### config.mk
export PLATFORM = sky130hd
export DESIGN_NAME = windowed_periodic_event_timer
export DESIGN_NICKNAME = d
export VERILOG_FILES = /design/src/wpet_pkg.sv /design/src/windowed_periodic_event_timer.sv /design/src/wpet_slot_unit.sv
export SDC_FILE = /design/constraint.sdc
export NUM_CORES = 1
export LEC_CHECK = 0
export BUFFER_PORTS_ARGS = -buffer_cell sky130_fd_sc_hd__buf_2
export CORE_UTILIZATION = 30
export CTS_CLUSTER_SIZE = 10
export DETAILED_ROUTE_END_ITERATION = 6
export PLACE_DENSITY = 0.53
export SETUP_SLACK_MARGIN = 0.5
export SLEW_MARGIN = 0
export SYNTH_ARGS = -nofsm -noshare
export SYNTH_HDL_FRONTEND = slang
export SYNTH_SLANG_ARGS = --single-unit
### constraint.sdc
create_clock -name clk_i -period 9.2 [get_ports clk_i]
set_input_delay 0.92 -clock clk_i [delete_from_list [all_inputs] [get_ports clk_i]]
set_output_delay 0.92 -clock clk_i [all_outputs]
set_load 0.02 [all_outputs]
### src/wpet_pkg.sv
// Shared types, constants and helpers for the windowed periodic event timer.
package wpet_pkg;

  localparam int EVENT_SLOTS_DEF   = 8;
  localparam int MS_PER_SECOND_DEF = 1000;

  localparam int MS_W      = 8;
  localparam int MIN_W     = 11;
  localparam int HOUR_W    = 5;
  localparam int MINUTE_W  = 6;
  localparam int PERIOD_W  = 16;
  localparam int ACC_W     = 11;
  localparam int ID_W      = 3;
  localparam int REPORT_W  = 2;

  localparam int S_TDATA_W = 64;
  localparam int M_TDATA_W = 8;

  localparam logic KIND_TICK     = 1'b0;
  localparam logic KIND_REGISTER = 1'b1;

  localparam logic [REPORT_W-1:0] REPORT_FIRED      = 2'd0;
  localparam logic [REPORT_W-1:0] REPORT_REGISTERED = 2'd1;
  localparam logic [REPORT_W-1:0] REPORT_FULL       = 2'd2;

  typedef enum logic [1:0] {
    ST_IDLE,
    ST_EMIT,
    ST_WALK,
    ST_FLUSH
  } wpet_state_e;

  typedef struct packed {
    logic [PERIOD_W-1:0] period;
    logic [PERIOD_W-1:0] cdown;
    logic [MIN_W-1:0]    win_end;
    logic [MIN_W-1:0]    win_start;
  } slot_rec_t;

  typedef struct packed {
    logic                active;
    logic [PERIOD_W-1:0] cdown;
    logic                fire;
  } slot_upd_t;

  function automatic logic [MIN_W-1:0] minute_of_day(input logic [HOUR_W-1:0] hour,
                                                     input logic [MINUTE_W-1:0] minute);
    logic [MIN_W-1:0] hh;
    hh = MIN_W'(hour);
    return (hh << 6) - (hh << 2) + MIN_W'(minute);
  endfunction

endpackage

### src/windowed_periodic_event_timer.sv
// Windowed periodic event timer: slot table, millisecond accumulator and slot walker.
// Register word: not ready after accept until the result loads the output register.
// Tick word without a new second: the input stays ready. Tick word with a new second:
// the slot walk reads one slot per cycle from the slot memory while the output does
// not stall; the input is not ready during the walk.
// Reset clears the accumulator, slot count, active flags and output valid; slot data is kept.
module windowed_periodic_event_timer #(
  parameter int EVENT_SLOTS   = wpet_pkg::EVENT_SLOTS_DEF,
  parameter int MS_PER_SECOND = wpet_pkg::MS_PER_SECOND_DEF
) (
  input  logic                             clk_i,
  input  logic                             rst_ni,
  input  logic                             s_axis_tvalid,
  output logic                             s_axis_tready,
  // ms_passed, current_minute, start_hour, start_minute, end_hour, end_minute,
  // period_seconds, zero pad
  input  logic [wpet_pkg::S_TDATA_W-1:0]   s_axis_tdata,
  // kind
  input  logic                             s_axis_tuser,
  output logic                             m_axis_tvalid,
  input  logic                             m_axis_tready,
  // event_id, zero pad
  output logic [wpet_pkg::M_TDATA_W-1:0]   m_axis_tdata,
  // report
  output logic [wpet_pkg::REPORT_W-1:0]    m_axis_tuser,
  output logic                             m_axis_tlast
);

  localparam int IDX_W = (EVENT_SLOTS > 1) ? $clog2(EVENT_SLOTS) : 1;
  localparam int CNT_W = $clog2(EVENT_SLOTS + 1);
  localparam logic [wpet_pkg::ACC_W-1:0] MS_LIM = wpet_pkg::ACC_W'(MS_PER_SECOND);

  logic [wpet_pkg::MS_W-1:0]      in_ms;
  logic [wpet_pkg::MIN_W-1:0]     in_now;
  logic [wpet_pkg::HOUR_W-1:0]    in_sh;
  logic [wpet_pkg::MINUTE_W-1:0]  in_sm;
  logic [wpet_pkg::HOUR_W-1:0]    in_eh;
  logic [wpet_pkg::MINUTE_W-1:0]  in_em;
  logic [wpet_pkg::PERIOD_W-1:0]  in_period;

  wpet_pkg::wpet_state_e state_q, state_d;

  logic [wpet_pkg::ACC_W-1:0]     acc_q, acc_d, acc_sum;
  logic [CNT_W-1:0]               used_q, used_d;
  logic [EVENT_SLOTS-1:0]         act_q, act_d;
  logic [wpet_pkg::MIN_W-1:0]     now_q, now_d;
  logic [CNT_W-1:0]               rd_ptr_q, rd_ptr_d;
  logic                           ev_vld_q, ev_vld_d;
  logic [IDX_W-1:0]               ev_idx_q, ev_idx_d;
  logic                           pend_vld_q, pend_vld_d;
  logic [IDX_W-1:0]               pend_idx_q, pend_idx_d;
  logic [wpet_pkg::ID_W-1:0]      rsp_id_q, rsp_id_d;
  logic [wpet_pkg::REPORT_W-1:0]  rsp_rep_q, rsp_rep_d;
  logic                           out_vld_q, out_vld_d;
  logic [wpet_pkg::ID_W-1:0]      out_id_q, out_id_d;
  logic [wpet_pkg::REPORT_W-1:0]  out_rep_q, out_rep_d;
  logic                           out_last_q, out_last_d;

  wpet_pkg::slot_rec_t            mem_q [EVENT_SLOTS];
  wpet_pkg::slot_rec_t            rec_rd_q;
  wpet_pkg::slot_rec_t            mem_wd;
  logic                           mem_we;
  logic [IDX_W-1:0]               mem_wa;
  logic                           rd_en;

  wpet_pkg::slot_upd_t            upd;

  logic s_acc, out_free, full, rd_more, second, stall, advance;

  assign in_ms     = s_axis_tdata[7:0];
  assign in_now    = s_axis_tdata[18:8];
  assign in_sh     = s_axis_tdata[23:19];
  assign in_sm     = s_axis_tdata[29:24];
  assign in_eh     = s_axis_tdata[34:30];
  assign in_em     = s_axis_tdata[40:35];
  assign in_period = s_axis_tdata[56:41];

  assign s_axis_tready = (state_q == wpet_pkg::ST_IDLE);
  assign s_acc         = s_axis_tvalid && s_axis_tready;
  assign out_free      = !out_vld_q || m_axis_tready;
  assign full          = (used_q == CNT_W'(EVENT_SLOTS));
  assign rd_more       = (rd_ptr_q < used_q);
  assign acc_sum       = acc_q + wpet_pkg::ACC_W'(in_ms);
  assign second        = (acc_sum >= MS_LIM);
  assign stall         = ev_vld_q && upd.fire && pend_vld_q && !out_free;
  assign advance       = (state_q == wpet_pkg::ST_WALK) && !stall;

  wpet_slot_unit u_slot (
    .rec_i    (rec_rd_q),
    .active_i (act_q[ev_idx_q]),
    .now_i    (now_q),
    .upd_o    (upd)
  );

  always_comb begin
    state_d = state_q;
    case (state_q)
      wpet_pkg::ST_IDLE: begin
        if (s_acc) begin
          if (s_axis_tuser == wpet_pkg::KIND_REGISTER) begin
            state_d = wpet_pkg::ST_EMIT;
          end else if (second) begin
            state_d = wpet_pkg::ST_WALK;
          end
        end
      end
      wpet_pkg::ST_EMIT: begin
        if (out_free) begin
          state_d = wpet_pkg::ST_IDLE;
        end
      end
      wpet_pkg::ST_WALK: begin
        if (advance && !ev_vld_q && !rd_more) begin
          state_d = wpet_pkg::ST_FLUSH;
        end
      end
      wpet_pkg::ST_FLUSH: begin
        if (!pend_vld_q || out_free) begin
          state_d = wpet_pkg::ST_IDLE;
        end
      end
      default: state_d = wpet_pkg::ST_IDLE;
    endcase
  end

  always_comb begin
    acc_d      = acc_q;
    used_d     = used_q;
    act_d      = act_q;
    now_d      = now_q;
    rd_ptr_d   = rd_ptr_q;
    ev_vld_d   = ev_vld_q;
    ev_idx_d   = ev_idx_q;
    pend_vld_d = pend_vld_q;
    pend_idx_d = pend_idx_q;
    rsp_id_d   = rsp_id_q;
    rsp_rep_d  = rsp_rep_q;
    out_vld_d  = out_vld_q && !m_axis_tready;
    out_id_d   = out_id_q;
    out_rep_d  = out_rep_q;
    out_last_d = out_last_q;
    mem_we     = 1'b0;
    mem_wa     = ev_idx_q;
    mem_wd     = rec_rd_q;
    rd_en      = 1'b0;
    case (state_q)
      wpet_pkg::ST_IDLE: begin
        if (s_acc) begin
          if (s_axis_tuser == wpet_pkg::KIND_REGISTER) begin
            if (!full) begin
              mem_we           = 1'b1;
              mem_wa           = used_q[IDX_W-1:0];
              mem_wd.period    = in_period;
              mem_wd.cdown     = '0;
              mem_wd.win_start = wpet_pkg::minute_of_day(in_sh, in_sm);
              mem_wd.win_end   = wpet_pkg::minute_of_day(in_eh, in_em);
              act_d[used_q[IDX_W-1:0]] = 1'b0;
              used_d    = CNT_W'(used_q + 1'b1);
              rsp_id_d  = wpet_pkg::ID_W'(used_q);
              rsp_rep_d = wpet_pkg::REPORT_REGISTERED;
            end else begin
              rsp_id_d  = '0;
              rsp_rep_d = wpet_pkg::REPORT_FULL;
            end
          end else begin
            acc_d      = second ? (acc_sum - MS_LIM) : acc_sum;
            now_d      = in_now;
            rd_ptr_d   = '0;
            ev_vld_d   = 1'b0;
            pend_vld_d = 1'b0;
          end
        end
      end
      wpet_pkg::ST_EMIT: begin
        if (out_free) begin
          out_vld_d  = 1'b1;
          out_id_d   = rsp_id_q;
          out_rep_d  = rsp_rep_q;
          out_last_d = 1'b1;
        end
      end
      wpet_pkg::ST_WALK: begin
        if (advance) begin
          if (ev_vld_q) begin
            mem_we          = 1'b1;
            mem_wd.cdown    = upd.cdown;
            act_d[ev_idx_q] = upd.active;
            if (upd.fire) begin
              if (pend_vld_q) begin
                out_vld_d  = 1'b1;
                out_id_d   = wpet_pkg::ID_W'(pend_idx_q);
                out_rep_d  = wpet_pkg::REPORT_FIRED;
                out_last_d = 1'b0;
              end
              pend_vld_d = 1'b1;
              pend_idx_d = ev_idx_q;
            end
          end
          if (rd_more) begin
            rd_en    = 1'b1;
            ev_vld_d = 1'b1;
            ev_idx_d = rd_ptr_q[IDX_W-1:0];
            rd_ptr_d = CNT_W'(rd_ptr_q + 1'b1);
          end else begin
            ev_vld_d = 1'b0;
          end
        end
      end
      wpet_pkg::ST_FLUSH: begin
        if (pend_vld_q && out_free) begin
          out_vld_d  = 1'b1;
          out_id_d   = wpet_pkg::ID_W'(pend_idx_q);
          out_rep_d  = wpet_pkg::REPORT_FIRED;
          out_last_d = 1'b1;
          pend_vld_d = 1'b0;
        end
      end
      default: begin
        out_vld_d = out_vld_q && !m_axis_tready;
      end
    endcase
  end

  always_ff @(posedge clk_i or negedge rst_ni) begin
    if (!rst_ni) begin
      state_q    <= wpet_pkg::ST_IDLE;
      acc_q      <= '0;
      used_q     <= '0;
      act_q      <= '0;
      rd_ptr_q   <= '0;
      ev_vld_q   <= 1'b0;
      pend_vld_q <= 1'b0;
      out_vld_q  <= 1'b0;
    end else begin
      state_q    <= state_d;
      acc_q      <= acc_d;
      used_q     <= used_d;
      act_q      <= act_d;
      rd_ptr_q   <= rd_ptr_d;
      ev_vld_q   <= ev_vld_d;
      pend_vld_q <= pend_vld_d;
      out_vld_q  <= out_vld_d;
    end
  end

  always_ff @(posedge clk_i) begin
    now_q      <= now_d;
    ev_idx_q   <= ev_idx_d;
    pend_idx_q <= pend_idx_d;
    rsp_id_q   <= rsp_id_d;
    rsp_rep_q  <= rsp_rep_d;
    out_id_q   <= out_id_d;
    out_rep_q  <= out_rep_d;
    out_last_q <= out_last_d;
  end

  always_ff @(posedge clk_i) begin
    if (mem_we) begin
      mem_q[mem_wa] <= mem_wd;
    end
    if (rd_en) begin
      rec_rd_q <= mem_q[rd_ptr_q[IDX_W-1:0]];
    end
  end

  assign m_axis_tvalid = out_vld_q;
  assign m_axis_tdata  = {{(wpet_pkg::M_TDATA_W - wpet_pkg::ID_W){1'b0}}, out_id_q};
  assign m_axis_tuser  = out_rep_q;
  assign m_axis_tlast  = out_last_q;

endmodule

### src/wpet_slot_unit.sv
// Per-slot update unit, shared by every slot of the one-second walk.
module wpet_slot_unit (
  input  wpet_pkg::slot_rec_t          rec_i,
  input  logic                         active_i,
  input  logic [wpet_pkg::MIN_W-1:0]   now_i,
  output wpet_pkg::slot_upd_t          upd_o
);

  logic                            in_win;
  logic [wpet_pkg::PERIOD_W-1:0]   dec;

  assign in_win = (rec_i.win_start <= now_i) && (now_i <= rec_i.win_end);
  assign dec    = rec_i.cdown - 1'b1;

  always_comb begin
    upd_o.active = active_i;
    upd_o.cdown  = rec_i.cdown;
    upd_o.fire   = 1'b0;
    if (!active_i) begin
      if (in_win) begin
        upd_o.active = 1'b1;
        upd_o.cdown  = wpet_pkg::PERIOD_W'(1);
      end
    end else if (!in_win) begin
      upd_o.active = 1'b0;
      upd_o.cdown  = rec_i.period;
    end else if (dec == '0) begin
      upd_o.cdown = rec_i.period;
      upd_o.fire  = 1'b1;
    end else begin
      upd_o.cdown = dec;
    end
  end

endmodule

# Word-level counts from Yosys, hierarchy flattened

Memories as Yosys holds them, arrays and structs flattened. A register that Yosys moved wholly into a read port is not among the register bits.
Cells that the tools add are included.

Flip-flop bits (word level): 60
RAM bits: 432
Input bits: 69
Output and inout port bits: 13
Logic and storage cells: 188
Memories kept: 1

Memories:

| memory | depth | bits a word | rd ports | clocked after memory_dff | write ports | RTL line                            | RTL |
|---|---|---|---|---|---|---|---|
| mem_q  | 8     | 54          | 1        | 1                        | 1           | windowed_periodic_event_timer.sv:59 | `wpet_pkg::slot_rec_t mem_q [EVENT_SLOTS];` |

Add/subtract/negate cells: 9
Order comparisons: 8
Eq/ne operators: 18
Muxes and demuxes: 95
Bitwise logic cells: 4
Reduce and logical (&&, ||, !) cells: 37

Operator list:

| kind                                                                    | count |
|---|---|
| 54-bit 2-to-1 mux                                                       | 3 |
| 16-bit 2-to-1 mux                                                       | 5 |
| 8-bit 2-to-1 mux                                                        | 5 |
| 1-bit 2-to-1 mux                                                        | 36 |
| 17-bit 2-to-1 mux                                                       | 2 |
| 16-bit case mux with 2 select lines                                     | 1 |
| 3-bit 2-to-1 mux                                                        | 10 |
| 2-bit 2-to-1 mux                                                        | 13 |
| 11-bit by 6-bit adder with 11-bit output                                | 2 |
| 11-bit <= comparator                                                    | 2 |
| 22-bit 2-to-1 mux                                                       | 1 |
| 11-bit by 7-bit subtractor with 11-bit output                           | 2 |
| 2-bit inequality test, second input constant                            | 10 |
| 16-bit zero test                                                        | 1 |
| 4-bit 2-to-1 mux                                                        | 4 |
| 8-bit case mux with 2 select lines                                      | 1 |
| 16-bit by 1-bit subtractor with 16-bit output, second input constant    | 1 |
| 7-bit AND reduction                                                     | 2 |
| 1-bit logical AND                                                       | 12 |
| 4-bit AND reduction                                                     | 3 |
| 11-bit by 8-bit adder with 11-bit output                                | 1 |
| 11-bit by 10-bit >= comparator with 1-bit output, second input constant | 1 |
| 11-bit 2-to-1 mux                                                       | 1 |
| 11-bit by 10-bit subtractor with 11-bit output, second input constant   | 1 |
| other kinds (29)                                                        | 51 |

# Depth between registers and ports, before layout

Depth in word-level cells: 14
Mapped depth: 11
Mapped depth without buffers: 11

# Modules after synthesis

Synthesis repeated with hierarchy kept, for this count alone.

Cell total of the unflattened synthesis: 1376
Area total of the unflattened synthesis: 23627.7 sq um

Modules (own cells, without submodules):

| module                        | times used | cells an instance | area an instance (sq um) | seq. area each (sq um) |
|---|---|---|---|---|
| windowed_periodic_event_timer | 1          | 1163              | 22162.5                  | 16235.6 |
| wpet_slot_unit                | 1          | 213               | 1465.2                   | 0.0 |

# Least setup slack after synthesis

Ideal clock, no wire load.

Path kind: register -> register
Start point: register rec_rd_q[22] (netlist name)
End point: register act_q[3]
Library setup time: 0.341 ns
Arrival: 6.212 ns
Required time: 8.859 ns
Setup slack: 2.647 ns
Cell stages (with the launch flop): 11
Path buffers: 0
Clock period less this slack: 6.553 ns
Cells stage by stage: edfxtp_1 > inv_1 > ha_1 > or3b_2 > a21oi_1 > or3_2 > a21boi_4 > nand4_4 > a32oi_4 > nor3_1 > o32ai_1

Word-level cells in the longest chain between the ends: 12

RTL lines:

| element                                       | RTL line                             | RTL |
|---|---|---|
| 16-bit by 1-bit subtractor with 16-bit output | wpet_slot_unit.sv:13                 | `assign dec = rec_i.cdown - 1'b1;` |
| 16-bit zero test                              | wpet_slot_unit.sv:27                 | `end else if (dec == '0) begin` |
| 1-bit 2-to-1 mux                              | wpet_slot_unit.sv:27                 |  |
| 1-bit 2-to-1 mux                              | wpet_slot_unit.sv:24                 | `end else if (!in_win) begin` |
| 1-bit 2-to-1 mux                              | wpet_slot_unit.sv:19                 | `if (!active_i) begin` |
| 1-bit logical AND (3 in a row)                | windowed_periodic_event_timer.sv:85  | `assign stall = ev_vld_q && upd.fire && pend_vld_q && !out_free;` |
| 1-bit zero test                               | windowed_periodic_event_timer.sv:86  | `assign advance = (state_q == wpet_pkg::ST_WALK) && !stall;` |
| 1-bit logical AND                             | windowed_periodic_event_timer.sv:86  |  |
| 2-bit inequality test (no line)               | --                                   |  |
| 6-bit AND reduction (no line)                 | --                                   |  |
| end signal: assignment                        | windowed_periodic_event_timer.sv:238 | `act_q <= act_d;` |
| end: declaration                              | windowed_periodic_event_timer.sv:45  | `logic [EVENT_SLOTS-1:0] act_q, act_d;` |

No other way between the ends.
A chain may end at the register's enable or synchronous reset.

# Final worst setup path

Start point: register used_q[0]
End point: memory mem_q[4][45] (netlist name), enable pin

Word-level cells in the longest chain between the ends: 7
Elaborated cells on any way between the ends: 11
Those cells by class: 1 x eq/ne; 10 x mux

RTL lines:

| element                                | RTL line                             | RTL |
|---|---|---|
| start: declaration                     | windowed_periodic_event_timer.sv:44  | `logic [CNT_W-1:0] used_q, used_d;` |
| start signal: assignment               | windowed_periodic_event_timer.sv:237 | `used_q <= used_d;` |
| 4-bit == test                          | windowed_periodic_event_timer.sv:81  | `assign full = (used_q == CNT_W'(EVENT_SLOTS));` |
| 1-bit 2-to-1 mux                       | windowed_periodic_event_timer.sv:150 | `if (!full) begin` |
| 1-bit 2-to-1 mux                       | windowed_periodic_event_timer.sv:149 | `if (s_axis_tuser == wpet_pkg::KIND_REGISTER) begin` |
| 1-bit 2-to-1 mux                       | windowed_periodic_event_timer.sv:148 | `if (s_acc) begin` |
| 1-bit case mux with 2 select lines     | windowed_periodic_event_timer.sv:146 | `case (state_q)` |
| 1-bit 2-to-1 mux                       | windowed_periodic_event_timer.sv:258 | `if (mem_we) begin` |
| 1-bit 2-to-1 mux (not written as such) | windowed_periodic_event_timer.sv:259 | `mem_q[mem_wa] <= mem_wd;` |
| end: declaration                       | windowed_periodic_event_timer.sv:59  |  |

Parallel ways exist; a longest one is shown, timed or not.

==> results by group <==
Outcome
  • Outcome: completed

Critical path
  • WP data arrival: between 4 and 5 ns
  • Worst path slowest cell: buf_4
  • CP Cell Sequence: inv_1 > ha_1 > nand3_1 > and3_2 > buf_4 > nand2_1 > a21boi_0 > nand2_1 > nor2_4 > buf_4
  • Startpoint-to-endpoint class of the critical path: flop to flop
  • Critical Path Sink Type: flop
  • Critical path startpoint category: flop
  • CP max FO: between 40 and 50
  • Slowest cell delay on critical path: roughly 0.71 ns
  • CP required: roughly 9.4 ns

Job
  • Max-cap violations: 0

Die
  • Total number of placement rows: roughly 100
  • Boundary pin count: 82
  • Die height: ~280 um
  • Core region area: between 70000 and 80000 um2
  • Floorplan die width: about 280 um
  • Die Outline Area: roughly 79000 um2
  • Initial Utilization: 30.31%

GRT
  • Wire length of the first global-routing pass: roughly 79000 um
  • Pin count of the biggest net entering global routing: 55
  • Overflow left after global routing: 0
  • GRT Overall Usage: 13.36%
  • Initial antenna violation count: 0
  • Via count of the first global-routing pass: 13130

Detailed routing
  • ANT nets after route: 0
  • 1st-iter DRT viols: approximately 900
  • Count of unresolved DRC violations after routing: 0
  • Routed WL: 52140 um
  • Wire per inst: 20.46 um
  • Detailed Routing Iterations Pass 1: 5
  • DR vias/cell: ~4.9
  • Total via count after detailed routing: around 12000

Clock network
  • Post-CTS setup-driven buffer insertion count: 0
  • Clock latency on the worst-skew pair: ~0.6 ns
  • Clock transition at the register clock pins on the worst setup and hold paths after CTS: about 0.050 ns
  • Hold Buf Count CTS: 0
  • TritonCTS clock tree: yes
  • H-tree levels: 3
  • Clk buf depth: 3
  • CTS buffer count: 67
  • Total number of clock tree sinks: 546
  • Post-CTS Resized: 0
  • Root buffer cell: clkbuf_16

Yosys
  • Synthesis warning total: 0
  • Synthesis-stage register bit count: around 550
  • Sequential share of the synthesized area: between 60% and 70%
  • Mean post-synth cell area: ~17 um2
  • Most frequent cells after synthesis: edfxtp_1 (514), nand2_1 (121), mux4_2 (110)
  • Unique masters post-synth: 81
  • Ys flop type: edfxtp_1
  • Largest area contributor in the synthesized netlist: edfxtp_1
  • Top post-synthesis cells by area: edfxtp_1 (66%), mux4_2 (11%), dfrtp_1 (3.4%)
  • Most frequent cell after synthesis: edfxtp_1
  • Share of synthesized registers carrying an async set or reset: under 10%
  • Number of instances in the synthesized netlist: 1382
  • Top-area cell type share of the netlist area: around 66%
  • Number of enable flip-flop cells after synthesis: slightly above 500
  • Post-Syn Area: roughly 23000 um2

Placement
  • HPWL after detailed placement: roughly 30000 um
  • Number of buffer cells added on primary ports: 69
  • Placed cell area: 25050 um2
  • Gpl congestion: between 0.8 and 0.9
  • DP Worst Slack: 4.459 ns

Timing
  • Setup repair after global routing missed its margin: no
  • Minimum setup slack in the final design: 4.733 ns
  • Setup TNS: 0 ns
  • Worst Skew: between 0.02 and 0.025 ns
  • Tcrit/Tclk final: 48.56%
  • Least-Margin Pin Slew: around 1.0 ns
  • Minimum period implied by the final worst setup slack: approximately 4.5 ns
  • Fmax: 223.9 MHz
  • Worst hold slack: 0.4206 ns
  • Worst max-slew margin expressed relative to the limit: about a third
  • Slew Viols, Final: 0
  • Finish-stage setup viols: 0
  • Final Hold Viols: 0

Cells and area
  • Design Area, Final: roughly 27000 um2
  • Number of nets at the end of the flow: between 1500 and 2000
  • Diodes inserted: 0
  • Share of post-route cells with drive strength above 1: 25.07%
  • Filler cells: roughly 7400
  • Area of all sequential standard cells: 16240 um2
  • Synth-to-layout area growth: 14.89%
  • Footprint of the multi-input gates: 6784 um2

Power
  • Static leakage: between 8 and 9 nW
  • Power per unit of standard cell area: approximately 300 nW/um2
  • Worst vdd rail ir drop: 0.0001204 V
  • Post-layout power: between 7 and 8 mW

Hold path
  • Worst min-delay path class: primary input to async pin
## report_power, final
group          leakage [nW]  switching [mW]  internal [mW]
Combinational          2.94            1.14          0.816
Sequential             5.06           0.255           3.31
Clock                 0.936           0.956           1.40
Total                  8.94            2.35           5.52
## cells by family (layout without fill, tap and decap cells)
kind of cell | Yosys count | after routing | synth area share (%)
AO/OA/AOI/OAI | 182 | 182 | 5.435
XOR/XNOR | 26 | 26 | 0.9698
adder cells (fa/ha/maj) | 50 | 50 | 2.696
buffers and inverters | 123 | 245 | 2.334
flip-flops | 546 | 546 | 69.15
multiplexers | 176 | 176 | 13.70
other | 1 | 5 | 0.01597
AND/OR/NAND/NOR | 278 | 278 | 5.707
## metrics by stage
step                instances  util, %
floorplan                1386        -
global placement         2451    32.33
detailed placement       2451    32.33
CTS                      2548    34.82
global route             2548    34.82
finish                   2548    34.82
## state kept, by name (all words and copies together) (netlist names), 3 cells and up
name / flops
rec_rd_q: 54
ev_idx_q: 3
rd_ptr_q: 4
rsp_id_q: 3
pend_idx_q: 3
used_q: 4
acc_q: 11
act_q: 8
mem_q: 432
out_id_q: 3
now_q: 11
## critical path, delay by kind of cell (launching register included)
kind | cells | cell delay (ns)
AND/OR/NAND/NOR | 5 | 1.61
adder cells (fa/ha/maj) | 1 | 0.18
flip-flops | 1 | 0.46
buffers and inverters | 3 | 1.24
AO/OA/AOI/OAI | 1 | 0.53
## path summary, 6_finish.rpt
kind | startpoint | to | slack [ns] | cells after the start
setup / recovery | used_q[0] | mem_q[4][45] | 4.73 | 10
hold / removal | rst_ni | acc_q[3] | 0.42 | 1
setup reg to reg | used_q[0] | mem_q[4][45] | 4.73 | 10
hold reg to reg | acc_q[4] | acc_q[4] | 0.48 | 2
max in group asynchronous | rst_ni | rd_ptr_q[1] | 8.18 | 1
min in group clk_i | acc_q[4] | acc_q[4] | 0.48 | 2
## cell type report
| type | count | area share, % |
|---|---|---|
| flip-flops and latches | 546 | 60.22 |
| multi-input cells | 717 | 25.15 |
| clock buffers | 85 | 6.702 |
| well taps | 1040 | 4.824 |
| repair buffers | 89 | 1.837 |
| inverters | 59 | 0.8210 |
| clock inverters | 12 | 0.4499 |
## per-layer routing
layer  share of wire, %  GRT usage, %  wire, um  up-vias
met3                4.0         2.130      2091       62
met2                 49         22.50     25540      245
met4                1.5         3.804       802        0
met1                 45         17.78     23710     6480
li1                   -             -         -     5645
met5                  0             0         0        -
## cells in the final DEF (no fill, tap or decap), types with 4 or more instances in the layout
master,n
a21o_1,8
a21oi_1,38
a31oi_1,6
and3_1,4
buf_2,69
buf_4,20
clkbuf_1,15
clkbuf_16,70
conb_1,5
dfrtp_1,29
edfxtp_1,514
ha_1,49
inv_1,59
mux2_2,59
mux2i_1,6
mux4_2,110
nand2_1,120
nand2b_1,6
nand3_1,19
nand4_1,6
nor2_1,33
nor2_4,7
nor2b_1,7
nor3_1,34
nor4_1,10
o211ai_1,4
o21a_1,14
o21ai_0,49
o22ai_1,5
o31ai_1,13
o41ai_1,4
or3_1,7
xnor2_1,19
xor2_1,7
No activity file was read; power rests on OpenSTA's default activity.
